`config.mk`:
```
export PLATFORM = sky130hd
export DESIGN_NAME = csme_mac
export DESIGN_NICKNAME = d
export VERILOG_FILES = /design/src/rtl/csme_pkg.sv /design/src/rtl/csme_mac.sv
export SDC_FILE = /design/constraint.sdc
export NUM_CORES = 2
export LEC_CHECK = 0
export BUFFER_PORTS_ARGS = -buffer_cell sky130_fd_sc_hd__clkbuf_2
export CAP_MARGIN = 0
export CORE_ASPECT_RATIO = 0.6
export CORE_MARGIN = 3
export CORE_UTILIZATION = 35
export CTS_BUF_LIST = sky130_fd_sc_hd__clkbuf_4
export CTS_CLUSTER_DIAMETER = 50
export DETAILED_ROUTE_END_ITERATION = 8
export SYNTH_ARGS = -nofsm -noshare
export SYNTH_HDL_FRONTEND = slang
export SYNTH_SLANG_ARGS = --single-unit
```
`constraint.sdc`:
```
create_clock -name clk_i -period 7.66 [get_ports clk_i]
set_input_delay 0.383 -clock clk_i [delete_from_list [all_inputs] [get_ports clk_i]]
set_output_delay 0.383 -clock clk_i [all_outputs]
set_load 0.05 [all_outputs]
```
`src/rtl/csme_pkg.sv`:
```
// Shared types and constants of the CSR sparse matrix engine.
package csme_pkg;

  localparam int unsigned DEF_MAX_ROWS     = 64;
  localparam int unsigned DEF_MAX_COLS     = 64;
  localparam int unsigned DEF_MAX_NONZEROS = 256;

  localparam int unsigned CMD_W    = 3;
  localparam int unsigned ROW_IN_W = 6;
  localparam int unsigned COL_IN_W = 6;
  localparam int unsigned VAL_W    = 32;
  localparam int unsigned ANS_W    = 56;
  localparam int unsigned STS_W    = 2;
  localparam int unsigned STORED_W = 9;
  localparam int unsigned CFG_W    = 7;
  localparam int unsigned PROD_W   = 2 * VAL_W;
  localparam int unsigned FRAC_W   = 16;

  typedef enum logic [CMD_W-1:0] {
    CMD_ADD    = 3'd0,
    CMD_BUILD  = 3'd1,
    CMD_VECTOR = 3'd2,
    CMD_MUL    = 3'd3,
    CMD_LOOKUP = 3'd4
  } cmd_e;

  typedef enum logic [STS_W-1:0] {
    STS_OK    = 2'd0,
    STS_FULL  = 2'd1,
    STS_RANGE = 2'd2
  } status_e;

  typedef enum logic {
    REG_ROW_COUNT = 1'b0,
    REG_COL_COUNT = 1'b1
  } reg_e;

  typedef struct packed {
    logic clear;
    logic mul_en;
    logic acc_en;
  } mac_ctl_t;

endpackage

```
`src/rtl/csme_mac.sv`:
```
// Multiply and accumulate unit: one Q16.16 product per step, exact sum.
module csme_mac (
  input  logic                                clk_i,
  input  csme_pkg::mac_ctl_t                  ctl_i,
  input  logic signed [csme_pkg::VAL_W-1:0]   a_i,
  input  logic signed [csme_pkg::VAL_W-1:0]   b_i,
  output logic signed [csme_pkg::ANS_W-1:0]   acc_o
);

  logic signed [csme_pkg::PROD_W-1:0] prod_q, prod_d;
  logic signed [csme_pkg::ANS_W-1:0]  acc_q, acc_d;

  always_comb begin
    prod_d = prod_q;
    acc_d  = acc_q;
    if (ctl_i.mul_en) begin
      prod_d = a_i * b_i;
    end
    if (ctl_i.clear) begin
      acc_d = '0;
    end else if (ctl_i.acc_en) begin
      // floor shift back to Q16, then add exactly
      acc_d = acc_q + csme_pkg::ANS_W'(prod_q >>> csme_pkg::FRAC_W);
    end
  end

  always_ff @(posedge clk_i) begin
    prod_q <= prod_d;
    acc_q  <= acc_d;
  end

  assign acc_o = acc_q;

endmodule

```
==> impl_results.md <==
- Synth warn: 0
- Initial core utilization: 0.355
- Cells after synthesis: 4408
- Die H: 273 microns
- Largest net degree at the start of global routing: 64
- Startpoint Class: input pin
- Core box area: 117000 sq um
- Vias per cell: 4.82
- Clk_skew: ~0.031 ns
- Final nets: 6118
- Max cap viols: 0
- Setup-failing EPs final: 0
- Vias in the first global route: 32000
- Cell row count: 97
- Grt total ovfl: 0
- Final-report max-slew violation count: 0
- Final Hold Fails: 0
- Req. time, crit path: approximately 7.9 ns
- Final Cell Area: approximately 47000 sq um
- Peak Freq: 135 MHz
- # hold bufs at CTS: 0
- Later-pin clock latency in the skew report: 0.48 ns
- Ranking of synthesized cells by area: fa_1 52%, inv_1 8.8%, and2_1 7.4%
- Final GP Congestion: 0.939
- First-pass GRT wire length: 199000 microns
- Area occupied by multi-input gates: 34700 sq um
- Clock root buffer: clkbuf_4
- Antenna-violating nets left: 0
- DIE AREA: 123000 sq um
- Post-synth cell types: between 60 and 70
- Iter 0 DRT Violations: ~2800
- Routed len/inst: between 20 and 25 microns
- Placed standard-cell area: 47100 sq um
- Crit path kind: in2reg
- RSZ-0062 raised after global routing: false
- CP Max Fanout: 9
- Post-route setup TNS: 0 ns
- Commonest cells post-synth: 1082 x fa_1, 971 x inv_1, 575 x nand2_1
- CTS sink cnt: 104
- Drt pass-1 iters: 5
- DRC viols: 0
- Syn Area/Cell: 9.45 sq um
- Synth Flop Type: dfxtp_1
- Sequential share of the synthesized area: 0.0615
- Relative slew slack: 0.377
- Leading area contributor after synthesis: fa_1
- Status: finished, final reports clean
- Worst-path clk slew: approximately 0.19 ns
- I/O pin cnt: 124
- Fillers: 11700
- Final period utilization: 0.968
- Area Overhead vs Synth: 13.7%
- Crit path DAT: 7.66 ns
- Hold WC Path Type: in2reg
- Syn nets: 5793
- Fraction of layout cells with a size suffix above 1: 0.126
- DP HPWL: 112000 microns
- Ys async rst share: 0
- Most common cell in the netlist: fa_1
- PortBufs: 123
- Die X: 451 microns
- CTS buffer count: 9
- #FFs+latches synth: between 100 and 150
- Worst Tran Pin Value: 0.935 ns
- Worst setup EP type: flip-flop
- Vias: slightly above 30000
- Syn Std Cell Area: 41700 sq um
- Initial antenna violation count: 7
- GRT Total Usage: 0.211
- Finished Core Util: 0.403
- TritonCTS clock tree: built
- Top-area cell type share of the netlist area: 0.520
- Post-layout min period: 7.41 ns
- Clock buffer depth: 2
- Routed WL: 128000 microns
- H-tree depth: 3
- Post-synth EDFFs: 48
- Register Area: 2560 sq um
-- layer usage --
layer,up-vias,wire length (microns),GRT usage
met5,-,46,0
met1,15400,63600,0.340
met2,1352,43900,0.251
li1,13600,-,-
met4,8,711,0.0151
met3,51,19400,0.103
-- worst max-delay path, cell delays in order --
cell       delay (ns)
clkbuf_2         0.16
buf_12           0.17
buf_4            0.14
and2_1           0.17
fa_1             0.58
fa_1             0.46
fa_1             0.58
inv_1            0.09
fa_1             0.49
inv_1            0.06
fa_1             0.48
fa_1             0.56
fa_1             0.45
fa_1             0.44
ha_1             0.30
a21o_1           0.20
a31oi_1          0.15
o211ai_1         0.12
a2111oi_2        0.29
buf_4            0.20
o31ai_1          0.09
o31a_1           0.32
a31o_2           0.28
o31ai_1          0.23
nand2_1          0.10
xor2_1           0.14
-- stage by stage --
stage / hold WS (ns) / cells / setup slack (ns)
floorplan: 0.495 / 4408 / 0.00756
global placement: 0.473 / 6305 / -0.396
detailed placement: 0.489 / 6305 / -0.561
CTS: 0.466 / 6321 / 0.0295
global route: 0.473 / 6323 / 0.0132
finish: 0.476 / 6323 / 0.246
-- placed cells by master (no fill, tap or decap), types with 36 or more instances in the layout --
| master | instances |
|---|---|
| clkbuf_2 | 113 |
| buf_4 | 374 |
| xor2_1 | 52 |
| nor2_1 | 106 |
| ha_1 | 235 |
| and2_1 | 496 |
| inv_1 | 969 |
| dfxtp_1 | 56 |
| mux2i_1 | 36 |
| edfxtp_1 | 48 |
| a21oi_1 | 95 |
| a21o_1 | 68 |
| fa_1 | 1075 |
| xnor2_1 | 63 |
| nand2_1 | 575 |
| o21ai_0 | 52 |
| buf_12 | 46 |
-- area by class of cell --
cell class                      count  area share
Timing Repair Buffer              543      0.0921
Antenna cell                        1   0.0000528
Clock inverter                      6     0.00132
Multi-Input combinational cell   3104       0.732
Tap cell                         1584      0.0419
Sequential cell                   104      0.0541
Inverter                          971      0.0771
Clock buffer                       10     0.00159
-- state kept, by name, indices dropped and copies added, names as in the netlist --
signal	flops
acc_o	56
prod_q	48
-- cell families (layout without fill, tap and decap cells) --
logic type                 after synthesis  after routing  synth area share
DFF                                    104            104            0.0615
xor gates and xnor gates               115            115            0.0242
AOI/OAI and AO/OA                      340            340            0.0530
muxes                                   36             36           0.00865
adders and majority gates             1317           1317             0.591
buffers and inverters                 1200           1530             0.108
and+or+nand+nor                       1296           1296             0.154
other                                    0              1                 0
-- final timing paths --
check,start,endpoint,slack [ns],cells after the start
min,ctl_i[2],acc_o[49],0.48,3
max,b_i[5],prod_q[41],0.25,26
min reg2reg,acc_o[48],acc_o[48],0.50,2
max reg2reg,prod_q[16],acc_o[52],3.90,14
-- timing repair --
action,in CTS,in global routing
endpoints found under the setup margin,1,20
setup buffers,0,1
pin swaps,0,3
endpoints found under the hold margin,0,0
resized for setup,1,32
Power is left out: the tool's default activity adds up to more than one toggle a clock period on the data nets, which glitch-free logic cannot reach.
